File: src/design/omnf_pkg.sv
package omnf_pkg;

  // Fixed field widths
  localparam int unsigned MaterialW  = 8;
  localparam int unsigned ColW       = 10;
  localparam int unsigned RowOffW    = 5;
  localparam int unsigned WidthRegW  = 11;
  localparam int unsigned HeightRegW = 6;
  localparam int unsigned CfgIdxW    = 4;
  localparam int unsigned CfgDataW   = 11;

  // Default and fixed limits
  localparam int unsigned MaxRowsDef   = 32;
  localparam int unsigned MaxColumns   = 1024;
  localparam int unsigned MaterialBits = 8;

  // Register indexes
  localparam logic [CfgIdxW-1:0] CfgWindowWidth  = 4'd0;
  localparam logic [CfgIdxW-1:0] CfgWindowHeight = 4'd1;
  localparam logic [CfgIdxW-1:0] CfgIncludeFluid = 4'd2;
  localparam logic [CfgIdxW-1:0] CfgSkipSparse   = 4'd3;

  // Broadcast control from the top level to every cell
  typedef struct packed {
    logic clear;        // drop all column occupancy
    logic load;         // a pixel word is taken this cycle
    logic shift;        // column ends: current -> previous -> older
    logic occ;          // occupancy of the incoming pixel
    logic skip_sparse;  // neighbour count filter enabled
  } cell_ctrl_t;

  typedef struct packed {
    logic                mask_bit;
    logic [ColW-1:0]     column_offset;
    logic [RowOffW-1:0]  row_offset;
    logic                last_result;
  } res_word_t;

endpackage

File: src/design/omnf_if.sv
interface omnf_pix_if;
  logic                               valid;
  logic                               ready;
  logic [omnf_pkg::MaterialW-1:0]     material_id;
  logic                               fluid_flag;

  modport source (output valid, output material_id, output fluid_flag, input ready);
  modport sink   (input valid, input material_id, input fluid_flag, output ready);
endinterface

interface omnf_res_if;
  logic                               valid;
  logic                               ready;
  logic                               mask_bit;
  logic [omnf_pkg::ColW-1:0]          column_offset;
  logic [omnf_pkg::RowOffW-1:0]       row_offset;
  logic                               last_result;

  modport source (output valid, output mask_bit, output column_offset,
                  output row_offset, output last_result, input ready);
  modport sink   (input valid, input mask_bit, input column_offset,
                  input row_offset, input last_result, output ready);
endinterface

File: src/design/omnf_cell.sv
// One row of the scan: older, previous and current column occupancy.
module omnf_cell (
  input  logic                 clk_i,
  input  logic                 rst_ni,
  input  omnf_pkg::cell_ctrl_t ctrl_i,
  input  logic                 row_hit_i,   // incoming pixel lands in this row
  input  logic                 up_ok_i,     // row above lies inside the window
  input  logic                 dn_prev_i,
  input  logic                 dn_cur_i,
  input  logic                 up_prev_i,
  input  logic                 up_cur_i,
  output logic                 prev_o,
  output logic                 cur_o,
  output logic                 emit_mask_o,
  output logic                 flush_mask_o
);

  logic old_q, old_d;
  logic prev_q, prev_d;
  logic cur_q, cur_d;
  logic cur_new;
  logic [2:0] emit_cnt;
  logic [2:0] flush_cnt;

  assign cur_new = (ctrl_i.load && row_hit_i) ? ctrl_i.occ : cur_q;
  assign prev_o  = prev_q;
  assign cur_o   = cur_new;

  // Mid = previous column, right = current column
  always_comb begin
    emit_cnt = 3'(old_q) + 3'(cur_new) + 3'(dn_prev_i) + 3'(up_prev_i && up_ok_i);
    emit_mask_o = prev_q && (!ctrl_i.skip_sparse || emit_cnt > 3'd2);
  end

  // Mid = current column, no right neighbour
  always_comb begin
    flush_cnt = 3'(prev_q) + 3'(dn_cur_i) + 3'(up_cur_i && up_ok_i);
    flush_mask_o = cur_new && (!ctrl_i.skip_sparse || flush_cnt > 3'd2);
  end

  always_comb begin
    old_d  = old_q;
    prev_d = prev_q;
    cur_d  = cur_q;
    if (ctrl_i.clear) begin
      old_d  = 1'b0;
      prev_d = 1'b0;
      cur_d  = 1'b0;
    end else if (ctrl_i.load && ctrl_i.shift) begin
      old_d  = prev_q;
      prev_d = cur_new;
      cur_d  = 1'b0;
    end else if (ctrl_i.load) begin
      cur_d = cur_new;
    end
  end

  always_ff @(posedge clk_i or negedge rst_ni) begin
    if (!rst_ni) begin
      old_q  <= 1'b0;
      prev_q <= 1'b0;
      cur_q  <= 1'b0;
    end else begin
      old_q  <= old_d;
      prev_q <= prev_d;
      cur_q  <= cur_d;
    end
  end

endmodule

File: src/design/omnf_skid.sv
// Two-entry output buffer: output register plus skid register.
module omnf_skid (
  input  logic                clk_i,
  input  logic                rst_ni,
  input  logic                push_i,
  input  omnf_pkg::res_word_t word_i,
  output logic                full_o,
  omnf_res_if.source          res_o
);

  logic                ov_q, ov_d;
  logic                sv_q, sv_d;
  omnf_pkg::res_word_t ow_q, ow_d;
  omnf_pkg::res_word_t sw_q, sw_d;
  logic                pop;

  assign pop    = ov_q && res_o.ready;
  assign full_o = sv_q;

  always_comb begin
    ov_d = ov_q;
    sv_d = sv_q;
    ow_d = ow_q;
    sw_d = sw_q;
    if (pop) begin
      if (sv_q) begin
        ow_d = sw_q;
        sv_d = 1'b0;
      end else if (push_i) begin
        ow_d = word_i;
      end else begin
        ov_d = 1'b0;
      end
    end else if (push_i) begin
      if (!ov_q) begin
        ov_d = 1'b1;
        ow_d = word_i;
      end else begin
        sv_d = 1'b1;
        sw_d = word_i;
      end
    end
  end

  always_ff @(posedge clk_i or negedge rst_ni) begin
    if (!rst_ni) begin
      ov_q <= 1'b0;
      sv_q <= 1'b0;
    end else begin
      ov_q <= ov_d;
      sv_q <= sv_d;
    end
  end

  always_ff @(posedge clk_i) begin
    ow_q <= ow_d;
    sw_q <= sw_d;
  end

  assign res_o.valid         = ov_q;
  assign res_o.mask_bit      = ow_q.mask_bit;
  assign res_o.column_offset = ow_q.column_offset;
  assign res_o.row_offset    = ow_q.row_offset;
  assign res_o.last_result   = ow_q.last_result;

endmodule

File: src/design/occupancy_mask_neighbor_filter.sv
// Occupancy mask with four-neighbour filter. Pixels of a window come in
// column by column (row 0 upwards), one word per cycle while ready is high.
// A pixel is occupied when its material is nonzero and it is not fluid (or
// include_fluid is set); with skip_sparse set a kept pixel also needs more
// than two occupied neighbours inside the window. The result word for a
// pixel leaves once its right neighbour has been taken, so nothing comes out
// during the first column. Rate: one pixel per cycle while the result buffer
// has room; after the final pixel of the window a flush hands out one result
// per row of the last column, with input held off meanwhile. Any write to a
// known register restarts the scan; writes to other indexes are ignored.
module occupancy_mask_neighbor_filter #(
  parameter int unsigned MAX_ROWS = omnf_pkg::MaxRowsDef
) (
  input  logic                           clk_i,
  input  logic                           rst_ni,
  input  logic                           cfg_we_i,
  input  logic [omnf_pkg::CfgIdxW-1:0]   cfg_idx_i,
  input  logic [omnf_pkg::CfgDataW-1:0]  cfg_data_i,
  omnf_pix_if.sink                       pix_i,
  omnf_res_if.source                     res_o
);

  localparam int unsigned RowW = (MAX_ROWS > 1) ? $clog2(MAX_ROWS) : 1;
  localparam int unsigned ColW = omnf_pkg::ColW;

  // Configuration registers
  logic [omnf_pkg::WidthRegW-1:0]  width_q;
  logic [omnf_pkg::HeightRegW-1:0] height_q;
  logic                            incl_fluid_q;
  logic                            skip_sparse_q;
  logic                            cfg_hit;

  // Scan position
  logic [RowW-1:0] row_q, row_d;
  logic [ColW-1:0] col_q, col_d;

  // Flush of the final column
  logic                flush_q, flush_d;
  logic [RowW-1:0]     frow_q, frow_d;
  logic [ColW-1:0]     fcol_q, fcol_d;
  logic [MAX_ROWS-1:0] fmask_q, fmask_d;

  logic [6:0]                      eff_h;
  logic [RowW-1:0]                 last_row;
  logic [omnf_pkg::WidthRegW-1:0]  eff_w;
  logic [ColW-1:0]                 last_col;

  logic acc, occ, col_end, win_end;
  logic [omnf_pkg::MaterialBits-1:0] mat;
  logic buf_full;
  logic push;
  omnf_pkg::res_word_t word;
  omnf_pkg::cell_ctrl_t ctrl;

  logic [MAX_ROWS-1:0] row_hit, up_ok, prev_w, cur_w, emit_w, flush_w;

  // Register writes; only known indexes count
  always_comb begin
    case (cfg_idx_i)
      omnf_pkg::CfgWindowWidth,
      omnf_pkg::CfgWindowHeight,
      omnf_pkg::CfgIncludeFluid,
      omnf_pkg::CfgSkipSparse: cfg_hit = cfg_we_i;
      default:                 cfg_hit = 1'b0;
    endcase
  end

  always_ff @(posedge clk_i or negedge rst_ni) begin
    if (!rst_ni) begin
      width_q       <= omnf_pkg::WidthRegW'(1);
      height_q      <= omnf_pkg::HeightRegW'(1);
      incl_fluid_q  <= 1'b0;
      skip_sparse_q <= 1'b1;
    end else if (cfg_we_i) begin
      case (cfg_idx_i)
        omnf_pkg::CfgWindowWidth:  width_q       <= cfg_data_i[omnf_pkg::WidthRegW-1:0];
        omnf_pkg::CfgWindowHeight: height_q      <= cfg_data_i[omnf_pkg::HeightRegW-1:0];
        omnf_pkg::CfgIncludeFluid: incl_fluid_q  <= cfg_data_i[0];
        omnf_pkg::CfgSkipSparse:   skip_sparse_q <= cfg_data_i[0];
        default: ;
      endcase
    end
  end

  // Effective window size: zero acts as one, oversize is clamped
  always_comb begin
    if (height_q == '0)
      eff_h = 7'd1;
    else if (7'(height_q) > 7'(MAX_ROWS))
      eff_h = 7'(MAX_ROWS);
    else
      eff_h = 7'(height_q);
    last_row = RowW'(eff_h - 7'd1);

    if (width_q == '0)
      eff_w = omnf_pkg::WidthRegW'(1);
    else if (width_q > omnf_pkg::WidthRegW'(omnf_pkg::MaxColumns))
      eff_w = omnf_pkg::WidthRegW'(omnf_pkg::MaxColumns);
    else
      eff_w = width_q;
    last_col = ColW'(eff_w - omnf_pkg::WidthRegW'(1));
  end

  // Input side
  assign pix_i.ready = !buf_full && !flush_q;
  assign acc     = pix_i.valid && pix_i.ready;
  assign mat     = pix_i.material_id[omnf_pkg::MaterialBits-1:0];
  assign occ     = (mat != '0) && (incl_fluid_q || !pix_i.fluid_flag);
  assign col_end = (row_q == last_row);
  assign win_end = col_end && (col_q == last_col);

  always_comb begin
    ctrl.clear       = cfg_hit || (acc && win_end);
    ctrl.load        = acc;
    ctrl.shift       = col_end;
    ctrl.occ         = occ;
    ctrl.skip_sparse = skip_sparse_q;
  end

  // Row of cells; each cell sees the cells directly below and above it
  for (genvar r = 0; r < MAX_ROWS; r++) begin : g_row
    logic dn_prev, dn_cur, up_prev, up_cur;

    assign row_hit[r] = (row_q == RowW'(r));
    assign up_ok[r]   = (RowW'(r) < last_row);

    if (r == 0) begin : g_bot
      assign dn_prev = 1'b0;
      assign dn_cur  = 1'b0;
    end else begin : g_dn
      assign dn_prev = prev_w[r-1];
      assign dn_cur  = cur_w[r-1];
    end

    if (r == MAX_ROWS - 1) begin : g_top
      assign up_prev = 1'b0;
      assign up_cur  = 1'b0;
    end else begin : g_up
      assign up_prev = prev_w[r+1];
      assign up_cur  = cur_w[r+1];
    end

    omnf_cell u_cell (
      .clk_i        (clk_i),
      .rst_ni       (rst_ni),
      .ctrl_i       (ctrl),
      .row_hit_i    (row_hit[r]),
      .up_ok_i      (up_ok[r]),
      .dn_prev_i    (dn_prev),
      .dn_cur_i     (dn_cur),
      .up_prev_i    (up_prev),
      .up_cur_i     (up_cur),
      .prev_o       (prev_w[r]),
      .cur_o        (cur_w[r]),
      .emit_mask_o  (emit_w[r]),
      .flush_mask_o (flush_w[r])
    );
  end

  // Scan counters and flush sequencer
  always_comb begin
    row_d   = row_q;
    col_d   = col_q;
    flush_d = flush_q;
    frow_d  = frow_q;
    fcol_d  = fcol_q;
    fmask_d = fmask_q;
    push    = 1'b0;
    word    = '0;

    if (acc) begin
      // left neighbour of the incoming pixel is now complete
      push               = (col_q != '0);
      word.mask_bit      = emit_w[row_q];
      word.column_offset = col_q - ColW'(1);
      word.row_offset    = omnf_pkg::RowOffW'(row_q);
      word.last_result   = 1'b0;
      if (win_end) begin
        row_d   = '0;
        col_d   = '0;
        flush_d = 1'b1;
        frow_d  = '0;
        fcol_d  = col_q;
        fmask_d = flush_w;
      end else if (col_end) begin
        row_d = '0;
        col_d = col_q + ColW'(1);
      end else begin
        row_d = row_q + RowW'(1);
      end
    end else if (flush_q && !buf_full) begin
      push               = 1'b1;
      word.mask_bit      = fmask_q[0];
      word.column_offset = fcol_q;
      word.row_offset    = omnf_pkg::RowOffW'(frow_q);
      word.last_result   = (frow_q == last_row);
      fmask_d            = fmask_q >> 1;
      if (frow_q == last_row) begin
        flush_d = 1'b0;
      end else begin
        frow_d = frow_q + RowW'(1);
      end
    end

    if (cfg_hit) begin
      row_d = '0;
      col_d = '0;
    end
  end

  always_ff @(posedge clk_i or negedge rst_ni) begin
    if (!rst_ni) begin
      row_q   <= '0;
      col_q   <= '0;
      flush_q <= 1'b0;
      frow_q  <= '0;
    end else begin
      row_q   <= row_d;
      col_q   <= col_d;
      flush_q <= flush_d;
      frow_q  <= frow_d;
    end
  end

  always_ff @(posedge clk_i) begin
    fcol_q  <= fcol_d;
    fmask_q <= fmask_d;
  end

  // Result buffer decouples the output handshake from the scan
  omnf_skid u_skid (
    .clk_i  (clk_i),
    .rst_ni (rst_ni),
    .push_i (push),
    .word_i (word),
    .full_o (buf_full),
    .res_o  (res_o)
  );

endmodule

File: src/flat_wrapper.sv
// flat-port wrapper written by rule: the top's interface ports become plain ports
module occupancy_mask_neighbor_filter_flat 
#(
  parameter int unsigned MAX_ROWS = omnf_pkg::MaxRowsDef
)
  (clk_i, rst_ni, cfg_we_i, cfg_idx_i, cfg_data_i, pix_i_valid, pix_i_material_id, pix_i_fluid_flag, pix_i_ready, res_o_valid, res_o_mask_bit, res_o_column_offset, res_o_row_offset, res_o_last_result, res_o_ready);
  omnf_pix_if pix_i_i ();
  omnf_res_if res_o_i ();
  input  logic clk_i;
  input  logic rst_ni;
  input  logic cfg_we_i;
  input  logic [omnf_pkg::CfgIdxW-1:0] cfg_idx_i;
  input  logic [omnf_pkg::CfgDataW-1:0] cfg_data_i;
  input wire logic [$bits(pix_i_i.valid)-1:0] pix_i_valid;
  input wire logic [$bits(pix_i_i.material_id)-1:0] pix_i_material_id;
  input wire logic [$bits(pix_i_i.fluid_flag)-1:0] pix_i_fluid_flag;
  output wire logic [$bits(pix_i_i.ready)-1:0] pix_i_ready;
  output wire logic [$bits(res_o_i.valid)-1:0] res_o_valid;
  output wire logic [$bits(res_o_i.mask_bit)-1:0] res_o_mask_bit;
  output wire logic [$bits(res_o_i.column_offset)-1:0] res_o_column_offset;
  output wire logic [$bits(res_o_i.row_offset)-1:0] res_o_row_offset;
  output wire logic [$bits(res_o_i.last_result)-1:0] res_o_last_result;
  input wire logic [$bits(res_o_i.ready)-1:0] res_o_ready;
  assign pix_i_i.valid = pix_i_valid;
  assign pix_i_i.material_id = pix_i_material_id;
  assign pix_i_i.fluid_flag = pix_i_fluid_flag;
  assign pix_i_ready = pix_i_i.ready;
  assign res_o_valid = res_o_i.valid;
  assign res_o_mask_bit = res_o_i.mask_bit;
  assign res_o_column_offset = res_o_i.column_offset;
  assign res_o_row_offset = res_o_i.row_offset;
  assign res_o_last_result = res_o_i.last_result;
  assign res_o_i.ready = res_o_ready;
  occupancy_mask_neighbor_filter #(.MAX_ROWS(MAX_ROWS)) u_core (.clk_i(clk_i), .rst_ni(rst_ni), .cfg_we_i(cfg_we_i), .cfg_idx_i(cfg_idx_i), .cfg_data_i(cfg_data_i), .pix_i(pix_i_i), .res_o(res_o_i));
endmodule
File: config.mk
export PLATFORM = sky130hd
export DESIGN_NAME = occupancy_mask_neighbor_filter_flat
export DESIGN_NICKNAME = d
export VERILOG_FILES = /design/src/design/omnf_pkg.sv /design/src/design/omnf_if.sv /design/src/design/omnf_cell.sv /design/src/design/omnf_skid.sv /design/src/design/occupancy_mask_neighbor_filter.sv /design/src/flat_wrapper.sv
export SDC_FILE = /design/constraint.sdc
export NUM_CORES = 1
export LEC_CHECK = 0
export BUFFER_PORTS_ARGS = -buffer_cell sky130_fd_sc_hd__buf_2
export CORE_ASPECT_RATIO = 0.8
export CORE_UTILIZATION = 60
export DETAILED_ROUTE_END_ITERATION = 10
export GPL_TIMING_DRIVEN = 0
export PLACE_DENSITY = 0.86
export SLEW_MARGIN = 20
export SYNTH_ARGS = -nofsm -noshare
export SYNTH_HDL_FRONTEND = slang
export SYNTH_SLANG_ARGS = --single-unit
File: constraint.sdc
create_clock -name clk_i -period 9.1 [get_ports clk_i]
set_input_delay 0.91 -clock clk_i [delete_from_list [all_inputs] [get_ports clk_i]]
set_output_delay 0.91 -clock clk_i [all_outputs]
set_load 0.02 [all_outputs]
==> reports/results.ini, run 1 <==
[run_status]
outcome = finished, final reports clean

[critical_path]
worst-path-stages = 23
path_delay_family = simple AND/OR/NAND/NOR gates
critPathSlowestCell = sky130_fd_sc_hd__or4b_2
start_kind = flip-flop
cp_cell_sequence = clkbuf_1 > nor4_1 > nor2_1 > nor2_1 > inv_1 > ha_1 > clkbuf_1 > nor4bb_1 > o21ai_0 > nand2_1 > nand2_1 > clkbuf_1 > nor2_1 > nor2_1 > fa_1 > ha_1 > ha_1 > nor4b_1 > nor4_1 > o311a_1 > or4b_2 > nor3_1 > o32ai_1
critPathBufInv = 4
crit_path_max_fanout = 10
worst_ep_required_time_ns = 9.34
critPathArrivalTime_ns = 7.32
timing.critical_path.slowest_cell_delay_ns = 0.63
reg2regPathDepth = 23
criticalPathCategory = flip-flop to flip-flop
worst_setup_path_end_kind = flip-flop
most_frequent_cell_on_the_critical_path = sky130_fd_sc_hd__nor2_1

[die]
fp.dieH_microns = 141
ioPinCount = 48
placeableCoreArea_sq_um = 23600
num_rows = 50
design.die.area_sq_um = 24800
die_x_microns = 176
initial_core_utilization_pct = 61.5

[logic_synthesis]
syn_nets = 1714
synth_most_common_cell = sky130_fd_sc_hd__nand2_1
synthDominantAreaCellType = sky130_fd_sc_hd__dfrtp_1
mappedNetlistArea_sq_um = 14500
post_synth_top_area_share_pct = 23.3
synth_compound_gate_area_share_pct = 14.0
yosys-top-cells-count = 239 x sky130_fd_sc_hd__nand2_1, 144 x sky130_fd_sc_hd__inv_1, 143 x sky130_fd_sc_hd__o21ai_0
synth_cell_types = 71
post_synth_fa_ha_maj_area_fraction_pct = 17.4
yosys-mux-area-fraction_pct = 4.96
netlist_instances = 1520
synth.area.top_cells = sky130_fd_sc_hd__dfrtp_1 23%, sky130_fd_sc_hd__edfxtp_1 16%, sky130_fd_sc_hd__ha_1 8.9%, sky130_fd_sc_hd__fa_1 8.6%, sky130_fd_sc_hd__nand2_1 6.2%
synth.yosys.seq_area_share_pct = 39.6
synthArstFlopShare_pct = 64.5
dominant_combinational_cell_family_by_area_after_synthesis = adder cells
synthFlopType = sky130_fd_sc_hd__dfrtp_1
yosys.area_share.xor_xnor_pct = 1.93
synthesis.area_per_instance_sq_um = 9.54
ys_seq_elements = 214
yosys_warnings = 0
count_of_flip_flops_with_a_built_in_enable_after_synthesis = 76
synthSimpleGateAreaFrac_pct = 15.8

[finish]
post-route-cell-area_sq_um = 15900
area_growth_syn_to_layout_pct = 9.92
multi_input_combinational_cell_area_sq_um = 7880
post-route-util_pct = 67.6
count_of_fill_cells_added_during_filler_insertion = 1748
final_net_count = 1789
finalNonFillerCells = 1924
share_of_layout_cells_above_drive_strength_1_pct = 9.62
antenna-diode-count = 0
seq_area_sq_um = 5740

[timing]
grt_setup_unrepaired = no
final_max_slew_viol_count = 0
timing_worst_slew_pin_value_ns = 1.25
final_report_setup_violation_count = 0
hold_viol = 0
crit_share_post_route_pct = 77.7
final.setup_skew_ns = 0.0339
setup-tns-final_ns = 0
period_minus_slack_ns = 7.08
highest_clock_rate_mhz = 141
timing.max_slew.rel_slack_pct = 16.5

[clocking]
cts_resized = 0
cts_hold_repair.buffers = 0
cts.root.buffer_cell = sky130_fd_sc_hd__clkbuf_16
htreeDepth = 1
cts_setup_buffers = 0
cts_buffers = 23
cts_num_sinks = 214
cts_max_path_buffers = 3
cts_tree = done
worst_skew_pair.late_latency_ns = 0.55
clkTransAtPathRegs_ns = 0.07

[global_routing]
grt.total_usage_pct = 35.1
gr-total-overflow = 0
first_pass_grt_wire_length_microns = 66400
antenna_violations_before_repair = 1
number_of_global_route_vias_before_repair = 11900
grt_max_degree = 77

[power]
switching_share_pct = 40.8
finalPower_mw = 3.34
share_of_total_power_in_sequential_cells_pct = 36.1
combinationalPowerShare_pct = 35.8
power.leakage_nw = 6.98
share_clk_of_total_power_pct = 28.1
powerDensity_nw_per_um2 = 209
worst_ir_drop_vdd_mv = 0.139
p_int_mw = 1.97
power.switching_mw = 1.36

[place]
gp_routability_congestion = 1.03
placed_cells_incl_taps = 1882
hpwlAfterDp_microns = 30900
dpl-instance-area_sq_um = 15200
io_buffers = 47

[route]
via_count = 12500
ant_nets = 0
drcViolationCount = 0
drt_pass1_iterations = 6
via_per_inst = 6.50
wl_per_cell_microns = 22.4
drt-total-wl_microns = 43100
first_iter_violations = 1622

[worst_hold_path]
hold_path_class = input pin to asynchronous set/reset pin

[flow_run]
cap_violations = 0

## metal layers
layer  part of all wire, %  vias to the layer above  routed length [microns]  global-route usage [%]
met5                     0                        -                        0                       0
met4                   5.4                        0                     2320                    16.3
met3                    13                      201                     5640                    9.76
met2                    42                      886                    18100                    50.8
met1                    39                     6022                    17000                    49.1
li1                      -                     5394                        -                       -
## final cells by class
| class | count | area share [%] |
|---|---|---|
| multi-input cells | 1074 | 49.4 |
| flip-flops and latches | 214 | 36.0 |
| clock buffers | 35 | 3.96 |
| inverters | 145 | 3.41 |
| well taps | 312 | 2.45 |
| plain buffers | 87 | 2.32 |
| repair buffers | 50 | 1.85 |
| clock inverters | 7 | 0.596 |
## sequential cells by signal, summed over array words and instances, names as in the netlist, 10 cells and up
| name | count |
|---|---|
| u_core.g_row.u_cell.prev_o | 32 |
| u_core.fmask_q | 32 |
| u_core.u_skid.sw_q | 17 |
| u_core.fcol_q | 10 |
| u_core.g_row.u_cell.cur_q | 32 |
| u_core.g_row.u_cell.old_q | 32 |
| u_core.col_q | 10 |
| u_core.u_skid.res_o.column_offset | 10 |
| u_core.width_q | 11 |
## worst reg2reg max path, stage by stage (launching register included)
cell                       delay, ns
sky130_fd_sc_hd__dfrtp_1        0.36
sky130_fd_sc_hd__clkbuf_1       0.21
sky130_fd_sc_hd__nor4_1         0.30
sky130_fd_sc_hd__nor2_1         0.07
sky130_fd_sc_hd__nor2_1         0.35
sky130_fd_sc_hd__inv_1          0.18
sky130_fd_sc_hd__ha_1           0.24
sky130_fd_sc_hd__clkbuf_1       0.18
sky130_fd_sc_hd__nor4bb_1       0.18
sky130_fd_sc_hd__o21ai_0        0.37
sky130_fd_sc_hd__nand2_1        0.43
sky130_fd_sc_hd__nand2_1        0.34
sky130_fd_sc_hd__clkbuf_1       0.45
sky130_fd_sc_hd__nor2_1         0.09
sky130_fd_sc_hd__nor2_1         0.16
sky130_fd_sc_hd__fa_1           0.44
sky130_fd_sc_hd__ha_1           0.25
sky130_fd_sc_hd__ha_1           0.21
sky130_fd_sc_hd__nor4b_1        0.26
sky130_fd_sc_hd__nor4_1         0.11
sky130_fd_sc_hd__o311a_1        0.39
sky130_fd_sc_hd__or4b_2         0.63
sky130_fd_sc_hd__nor3_1         0.39
sky130_fd_sc_hd__o32ai_1        0.19
## power groups by stage
| stage | clock [mW] | combinational (mW) | sequential (mW) |
|---|---|---|---|
| 5_1_grt | 0.966 | 1.24 | 1.21 |
| 6_report | 0.939 | 1.19 | 1.20 |
| 4_1_cts | 0.930 | 1.12 | 1.20 |
| 3_5_place_dp | 0 | 1.11 | 1.21 |
| 2_1_floorplan | 0 | 0.674 | 1.21 |
| 3_3_place_gp | 0 | 1.06 | 1.21 |
## through the flow
step                      worst slack, ns  hold slack (ns)
after global routing                 1.57            0.364
after global placement               2.49            0.425
after detailed placement             2.31            0.429
after CTS                            2.26            0.349
after floorplan                      3.77            0.420
final                                2.02            0.319
## layout by cell type, fill, tap and decap left out, types with 5 or more instances in the layout
cell type / netlist / final
sky130_fd_sc_hd__edfxtp_1: 76 / 76
sky130_fd_sc_hd__ha_1: 103 / 103
sky130_fd_sc_hd__nor2_1: 66 / 66
sky130_fd_sc_hd__or2_2: 11 / 11
sky130_fd_sc_hd__xnor2_1: 16 / 16
sky130_fd_sc_hd__dfrtp_1: 135 / 135
sky130_fd_sc_hd__nor3_1: 36 / 34
sky130_fd_sc_hd__mux2i_1: 37 / 37
sky130_fd_sc_hd__o31ai_1: 73 / 73
sky130_fd_sc_hd__nand2b_1: 6 / 6
sky130_fd_sc_hd__nand2_1: 239 / 239
sky130_fd_sc_hd__inv_1: 144 / 144
sky130_fd_sc_hd__xor2_1: 16 / 16
sky130_fd_sc_hd__nor4_1: 10 / 10
sky130_fd_sc_hd__and3_1: 16 / 16
sky130_fd_sc_hd__clkbuf_1: 69 / 80
sky130_fd_sc_hd__buf_2: 7 / 53
sky130_fd_sc_hd__clkbuf_16: 0 / 23
sky130_fd_sc_hd__buf_4: 5 / 5
sky130_fd_sc_hd__nor3b_1: 22 / 22
sky130_fd_sc_hd__o21ai_0: 143 / 142
sky130_fd_sc_hd__and2_1: 10 / 10
sky130_fd_sc_hd__nand4_1: 10 / 10
sky130_fd_sc_hd__mux2_2: 31 / 31
sky130_fd_sc_hd__o22ai_1: 5 / 5
sky130_fd_sc_hd__nand3_1: 31 / 31
sky130_fd_sc_hd__or3_1: 5 / 5
sky130_fd_sc_hd__a211oi_1: 7 / 7
sky130_fd_sc_hd__a21oi_1: 39 / 39
sky130_fd_sc_hd__o211ai_1: 6 / 6
sky130_fd_sc_hd__fa_1: 62 / 62
sky130_fd_sc_hd__nor2b_1: 11 / 11
## cells by family (layout without fill, tap and decap cells)
| group | after synthesis | in the layout |
|---|---|---|
| multiplexers | 68 | 68 |
| AND/OR/NAND/NOR | 490 | 490 |
| adder cells (fa/ha/maj) | 165 | 165 |
| buffers and inverters | 232 | 324 |
| flip-flops | 214 | 214 |
| AO/OA/AOI/OAI | 319 | 319 |
| XOR/XNOR | 32 | 32 |
## worst paths after layout
path	startpoint	endpoint	slack [ns]
setup / recovery	u_core.height_q[2]	u_core.u_skid.res_o.mask_bit	2.02
hold / removal	rst_ni	u_core.width_q[10]	0.32
setup reg to reg	u_core.height_q[2]	u_core.u_skid.res_o.mask_bit	2.02
hold reg to reg	u_core.col_q[2]	u_core.fcol_q[2]	0.42
max in group asynchronous	rst_ni	u_core.g_row[31].u_cell.prev_o	8.01
min in group clk_i	u_core.col_q[2]	u_core.fcol_q[2]	0.42
No activity file was read; power rests on OpenSTA's default activity.
==> run 2: changes to the inputs <==
--- a/config.mk
+++ b/config.mk
@@ -5,6 +5,7 @@
 export SDC_FILE = /design/constraint.sdc
 export NUM_CORES = 1
 export LEC_CHECK = 0
+export ABC_AREA = 1
 export BUFFER_PORTS_ARGS = -buffer_cell sky130_fd_sc_hd__buf_2
 export CORE_ASPECT_RATIO = 0.8
 export CORE_UTILIZATION = 60
==> constraint.sdc (replaced) <==
create_clock -name clk_i -period 7.2 [get_ports clk_i]
set_input_delay 0.72 -clock clk_i [delete_from_list [all_inputs] [get_ports clk_i]]
set_output_delay 0.72 -clock clk_i [all_outputs]
set_load 0.02 [all_outputs]
==> run 2 against run 1 <==
Synthesized cell count grew 11%. Hold slack lost 0.24 ns. Sequential power grew 43%. Worst setup slack lost 1.4 ns. Combinational power grew 53%. Global-route usage grew 2.6 points. Via count grew 4.5%. Register-to-register slack lost 1.4 ns. Core utilization grew 0.26 points. Fmax grew 7.8%. Clock-buffer cell count shrank 6. Wire length grew 5.7%.
==> reports/results.ini, run 2 <==
[logic_synthesis]
syn_nets = 1884
synthesis.area_per_instance_sq_um = 8.58
ys_seq_elements = 214
synth_cell_types = 50
netlist_instances = 1690
yosys-top-cells-count = 306 x sky130_fd_sc_hd__nand2_1, 235 x sky130_fd_sc_hd__inv_1, 161 x sky130_fd_sc_hd__nand3_1
post_synth_top_area_share_pct = 23.3
synthDominantAreaCellType = sky130_fd_sc_hd__dfrtp_1
count_of_flip_flops_with_a_built_in_enable_after_synthesis = 76
synthArstFlopShare_pct = 64.5
synthFlopType = sky130_fd_sc_hd__dfrtp_1
synth.yosys.seq_area_share_pct = 39.6
mappedNetlistArea_sq_um = 14500
synth.area.top_cells = sky130_fd_sc_hd__dfrtp_1 23%, sky130_fd_sc_hd__edfxtp_1 16%, sky130_fd_sc_hd__ha_1 8.9%, sky130_fd_sc_hd__fa_1 8.6%, sky130_fd_sc_hd__nand2_1 7.9%
synth_most_common_cell = sky130_fd_sc_hd__nand2_1
yosys_warnings = 0

[power]
worst_ir_drop_vdd_mv = 0.194
power.leakage_nw = 7.15
powerDensity_nw_per_um2 = 301
finalPower_mw = 4.83

[run_status]
outcome = finished, final reports clean

[timing]
setup-tns-final_ns = 0
hold_viol = 0
timing.max_slew.rel_slack_pct = 24.2
timing.hold.ws_ns = 0.0824
crit_share_post_route_pct = 91.2
final_max_slew_viol_count = 0
highest_clock_rate_mhz = 152
timing_worst_slew_pin_value_ns = 1.14
grt_setup_unrepaired = no
final_report_setup_violation_count = 0
period_minus_slack_ns = 6.57
final.setup_skew_ns = 0.0185

[route]
drcViolationCount = 0
via_count = 13100
drt-total-wl_microns = 45600
drt_pass1_iterations = 6
wl_per_cell_microns = 21.8
via_per_inst = 6.24
first_iter_violations = 1817
ant_nets = 0

[critical_path]
crit_path_max_fanout = 6
critPathArrivalTime_ns = 6.78
criticalPathCategory = flip-flop to flip-flop
worst_setup_path_end_kind = flip-flop
worst_ep_required_time_ns = 7.42
start_kind = flip-flop

[global_routing]
number_of_global_route_vias_before_repair = 12600
first_pass_grt_wire_length_microns = 71100
antenna_violations_before_repair = 1
grt_max_degree = 95
grt.total_usage_pct = 37.7
gr-total-overflow = 0

[finish]
final_net_count = 1958
post-route-util_pct = 67.9
share_of_layout_cells_above_drive_strength_1_pct = 8.37
count_of_fill_cells_added_during_filler_insertion = 1863
finalNonFillerCells = 2093
final_cell_mix = 305 x sky130_fd_sc_hd__nand2_1, 235 x sky130_fd_sc_hd__inv_1, 161 x sky130_fd_sc_hd__nand3_1
area_growth_syn_to_layout_pct = 10.4
antenna-diode-count = 0
mostFrequentLayoutCell = sky130_fd_sc_hd__nand2_1

[clocking]
cts_setup_buffers = 0
clkTransAtPathRegs_ns = 0.07
htreeDepth = 1
worst_skew_pair.late_latency_ns = 0.53
cts_max_path_buffers = 3
cts_tree = done
cts.root.buffer_cell = sky130_fd_sc_hd__clkbuf_16
cts_resized = 0
cts_buffers = 23
cts_hold_repair.buffers = 0
cts_num_sinks = 214

[die]
die_x_microns = 176
placeableCoreArea_sq_um = 23600
initial_core_utilization_pct = 61.5
fp.dieH_microns = 141
design.die.area_sq_um = 24800
num_rows = 50
ioPinCount = 48

[place]
gp_routability_congestion = 1.08
placed_cells_incl_taps = 2051
io_buffers = 47
hpwlAfterDp_microns = 33600

[worst_hold_path]
hold_path_class = input pin to asynchronous set/reset pin

[flow_run]
cap_violations = 0

[run 2: worst paths after layout]
kind,startpoint,to,slack (ns),depth (start not counted)
max,u_core.height_q[0],u_core.u_skid.res_o.mask_bit,0.63,23
min,rst_ni,u_core.col_q[7],0.08,1
max reg2reg,u_core.height_q[0],u_core.u_skid.res_o.mask_bit,0.63,23
min reg2reg,u_core.col_q[6],u_core.fcol_q[6],0.45,0
max in group asynchronous,rst_ni,u_core.g_row[2].u_cell.old_q,6.26,2
min in group clk_i,cfg_data_i[6],u_core.width_q[6],0.42,2
[run 2: cell type report]
type,instances,area [sq um],share of cell area (%)
Clock buffer,29,629,3.93
Timing Repair Buffer,49,300,1.88
Inverter,242,908,5.68
Tap cell,312,390,2.44
Multi-Input combinational cell,1159,7530,47.0
Sequential cell,214,5740,35.9
Buffer,75,340,2.13
Clock inverter,13,168,1.05
[run 2: worst max-delay path, cell delays in order (launching register included)]
cell,delay [ns]
sky130_fd_sc_hd__dfstp_2,0.55
sky130_fd_sc_hd__inv_1,0.05
sky130_fd_sc_hd__o21ai_2,0.43
sky130_fd_sc_hd__inv_2,0.22
sky130_fd_sc_hd__ha_1,0.27
sky130_fd_sc_hd__or2_2,0.30
sky130_fd_sc_hd__nand2_2,0.21
sky130_fd_sc_hd__inv_1,0.14
sky130_fd_sc_hd__nor2_1,0.24
sky130_fd_sc_hd__inv_1,0.23
sky130_fd_sc_hd__nor2_1,0.23
sky130_fd_sc_hd__nand2_1,0.22
sky130_fd_sc_hd__nor3b_1,0.38
sky130_fd_sc_hd__fa_1,0.50
sky130_fd_sc_hd__ha_1,0.22
sky130_fd_sc_hd__ha_1,0.18
sky130_fd_sc_hd__nor3b_1,0.20
sky130_fd_sc_hd__o21ai_0,0.10
sky130_fd_sc_hd__nand2_1,0.09
sky130_fd_sc_hd__o21ai_0,0.08
sky130_fd_sc_hd__o21ai_0,0.43
sky130_fd_sc_hd__o21ai_0,0.16
sky130_fd_sc_hd__o21ai_0,0.60
sky130_fd_sc_hd__nand4_1,0.23
[run 2: through the flow]
stage | worst slack, ns | cell area (sq um)
after detailed placement | 1.07 | 15200
after global routing | 0.578 | 16000
final | 0.635 | 16000
after CTS | 1.04 | 16000
after global placement | 1.10 | 15100
after floorplan | 3.03 | 14500
[run 2: kinds of logic (layout without fill, tap and decap cells)]
group | Yosys count | after routing | synth area share [%]
simple gates | 720 | 720 | 22.3
buf+inv | 317 | 408 | 8.61
compound gates | 246 | 246 | 10.3
flops | 214 | 214 | 39.6
fa+ha+maj | 165 | 165 | 17.4
xor+xnor | 25 | 25 | 1.56
mux | 3 | 3 | 0.233
[run 2: report_power, final]
part	internal, mW	switching (mW)	leakage, nW	total [mW]
sequential	1.58	0.143	2.59	1.72
clock	0.763	0.524	0.389	1.29
combinational	0.482	1.34	4.17	1.82
[run 2: routing by layer]
layer / global-route usage [%] / share of wire (%)
met5: 0 / 0.029
met4: 13.5 / 3.6
met3: 10.1 / 14
met2: 54.1 / 41
met1: 54.9 / 41
==> run 3: changes to the inputs <==
--- a/config.mk
+++ b/config.mk
@@ -8,6 +8,7 @@
 export ABC_AREA = 1
 export BUFFER_PORTS_ARGS = -buffer_cell sky130_fd_sc_hd__buf_2
 export CORE_ASPECT_RATIO = 0.8
+export CORE_MARGIN = 3
 export CORE_UTILIZATION = 60
 export DETAILED_ROUTE_END_ITERATION = 10
 export GPL_TIMING_DRIVEN = 0
==> constraint.sdc (replaced) <==
create_clock -name clk_i -period 8.05 [get_ports clk_i]
set_input_delay 0.805 -clock clk_i [delete_from_list [all_inputs] [get_ports clk_i]]
set_output_delay 0.805 -clock clk_i [all_outputs]
set_load 0.02 [all_outputs]
==> run 3 against run 2 <==
Worst setup slack improved by 0.81 ns. Hold slack improved by 0.12 ns. Fmax fell by 0.68%. Cell count barely moved. Wire length rose by 1.6%. Critical path depth did not move. Core utilization fell by 0.27 points. Sequential power fell by 10%. Sequential cell count did not move. Power fell by 12%. Die area rose by 5.2%. Highest routed layer is now met4. Clock power fell by 17%.
==> reports/results.ini, run 3 (synthesis results as in run 2) <==
[run_status]
outcome = finished, final reports clean

[timing]
crit_share_post_route_pct = 82.1
grt_setup_unrepaired = no
period_minus_slack_ns = 6.61
final_report_setup_violation_count = 0
final.setup_skew_ns = 0.0154
setup-tns-final_ns = 0
hold_viol = 0
timing_worst_slew_pin_value_ns = 1.08
highest_clock_rate_mhz = 151
final_max_slew_viol_count = 0
timing.max_slew.rel_slack_pct = 28.3
timing.hold.ws_ns = 0.204

[clocking]
htreeDepth = 1
worst_skew_pair.late_latency_ns = 0.53
cts_resized = 0
cts_max_path_buffers = 3
cts_setup_buffers = 0
cts_tree = done
cts_hold_repair.buffers = 0
clkTransAtPathRegs_ns = 0.06
cts.root.buffer_cell = sky130_fd_sc_hd__clkbuf_16
cts_buffers = 23
cts_num_sinks = 214

[power]
worst_ir_drop_vdd_mv = 0.175
power.leakage_nw = 7.12
powerDensity_nw_per_um2 = 266

[critical_path]
r2r_slack_ns = 1.44
reg2reg_to = u_core.u_skid.res_o.mask_bit
reg2regPathDepth = 23
critPathSlowestCell = sky130_fd_sc_hd__o21ai_0
crit_path_max_fanout = 6
most_frequent_cell_on_the_critical_path = sky130_fd_sc_hd__o21ai_0
criticalPathCategory = flip-flop to flip-flop
cp_cell_sequence = inv_1 > o21ai_2 > inv_2 > ha_1 > or2_2 > nand2_2 > inv_1 > nor2_1 > inv_1 > nor2_1 > nand2_1 > nor3b_1 > fa_1 > ha_1 > ha_1 > nor3b_1 > o21ai_0 > nand2_1 > o21ai_0 > o21ai_0 > o21ai_0 > o21ai_0 > nand4_1
path_delay_family = simple AND/OR/NAND/NOR gates
worst_ep_required_time_ns = 8.26
critPathBufInv = 4
worst_setup_path_end_kind = flip-flop
r2r_start = u_core.height_q[0]
timing.critical_path.slowest_cell_delay_ns = 0.56
start_kind = flip-flop
critPathArrivalTime_ns = 6.82

[finish]
post-route-cell-area_sq_um = 15900
mostFrequentLayoutCell = sky130_fd_sc_hd__nand2_1
multi_input_combinational_cell_area_sq_um = 7530
seq_area_sq_um = 5740
count_of_fill_cells_added_during_filler_insertion = 1838
final_net_count = 1958
antenna-diode-count = 0
final_cell_mix = 305 x sky130_fd_sc_hd__nand2_1, 235 x sky130_fd_sc_hd__inv_1, 161 x sky130_fd_sc_hd__nand3_1
area_growth_syn_to_layout_pct = 9.95
share_of_layout_cells_above_drive_strength_1_pct = 8.31
post-route-util_pct = 67.6

[global_routing]
grt.total_usage_pct = 34.9
number_of_global_route_vias_before_repair = 12600
gr-total-overflow = 0
grt_max_degree = 81
antenna_violations_before_repair = 0
first_pass_grt_wire_length_microns = 71800

[die]
ioPinCount = 48
fp.dieH_microns = 145
placeableCoreArea_sq_um = 23600
design.die.area_sq_um = 26100
initial_core_utilization_pct = 61.5
num_rows = 50
die_x_microns = 180

[place]
gp_routability_congestion = 1.04
hpwlAfterDp_microns = 34300
dpl-instance-area_sq_um = 15200
io_buffers = 47

[flow_run]
cap_violations = 0

[route]
drt-total-wl_microns = 46300
first_iter_violations = 1880
ant_nets = 0
drt_pass1_iterations = 8
drcViolationCount = 0
wl_per_cell_microns = 22.1
via_per_inst = 6.26
via_count = 13100

[worst_hold_path]
hold_path_class = input pin to asynchronous set/reset pin

run 3: cell count changes in the layout (fill, tap and decap cells not counted):
cell / delta
sky130_fd_sc_hd__bufinv_16: -3
sky130_fd_sc_hd__clkinv_4: +1
sky130_fd_sc_hd__inv_6: -1
sky130_fd_sc_hd__clkbuf_8: +2
run 3: area by class of cell:
| class | instances | share of cell area [%] |
|---|---|---|
| Multi-Input combinational cell | 1159 | 47.2 |
| Timing Repair Buffer | 49 | 1.88 |
| Sequential cell | 214 | 36.0 |
| Tap cell | 312 | 2.45 |
| Clock inverter | 10 | 0.487 |
| Inverter | 242 | 5.70 |
| Buffer | 75 | 2.13 |
| Clock buffer | 31 | 4.12 |
run 3: how the worst max path moves through the flow:
stage / from / to / slack (ns) / depth (start not counted)
after CTS: u_core.height_q[0] / u_core.u_skid.res_o.mask_bit / 1.69 / 23
after floorplan: u_core.height_q[0] / u_core.u_skid.res_o.mask_bit / 3.88 / 23
after global placement: u_core.height_q[0] / u_core.u_skid.res_o.mask_bit / 1.84 / 23
after global routing: u_core.height_q[0] / u_core.u_skid.res_o.mask_bit / 1.17 / 23
final: u_core.height_q[0] / u_core.u_skid.res_o.mask_bit / 1.44 / 23
after detailed placement: u_core.height_q[0] / u_core.u_skid.res_o.mask_bit / 1.75 / 23
run 3: report_power, final:
group / total, mW / internal, mW / switching, mW
clock: 1.07 / 0.604 / 0.469
sequential: 1.54 / 1.41 / 0.125
combinational: 1.63 / 0.430 / 1.20
total: 4.24 / 2.44 / 1.80
run 3: metal layers:
layer | routed length [microns] | up-vias | track usage, %
li1 | - | 5746 | -
met1 | 18800 | 6250 | 51.8
met2 | 18800 | 939 | 48.8
met3 | 6630 | 151 | 10.1
met4 | 2100 | 0 | 13.1
met5 | 0 | - | 0
run 3: stage by stage:
step | worst slack, ns | power, mW | instances
final | 1.44 | 4.24 | 2092
after global routing | 1.17 | 4.42 | 2092
after CTS | 1.69 | 4.16 | 2092
after detailed placement | 1.75 | 3.10 | 2051
after global placement | 1.84 | 3.01 | 2049
after floorplan | 3.88 | 2.49 | 1690
run 3: worst reg2reg max path, stage by stage, from the launching register on:
cell,delay [ns]
sky130_fd_sc_hd__dfstp_2,0.54
sky130_fd_sc_hd__inv_1,0.05
sky130_fd_sc_hd__o21ai_2,0.41
sky130_fd_sc_hd__inv_2,0.22
sky130_fd_sc_hd__ha_1,0.26
sky130_fd_sc_hd__or2_2,0.30
sky130_fd_sc_hd__nand2_2,0.21
sky130_fd_sc_hd__inv_1,0.14
sky130_fd_sc_hd__nor2_1,0.23
sky130_fd_sc_hd__inv_1,0.24
sky130_fd_sc_hd__nor2_1,0.22
sky130_fd_sc_hd__nand2_1,0.20
sky130_fd_sc_hd__nor3b_1,0.41
sky130_fd_sc_hd__fa_1,0.49
sky130_fd_sc_hd__ha_1,0.21
sky130_fd_sc_hd__ha_1,0.20
sky130_fd_sc_hd__nor3b_1,0.22
sky130_fd_sc_hd__o21ai_0,0.11
sky130_fd_sc_hd__nand2_1,0.10
sky130_fd_sc_hd__o21ai_0,0.07
sky130_fd_sc_hd__o21ai_0,0.47
sky130_fd_sc_hd__o21ai_0,0.18
sky130_fd_sc_hd__o21ai_0,0.56
sky130_fd_sc_hd__nand4_1,0.24
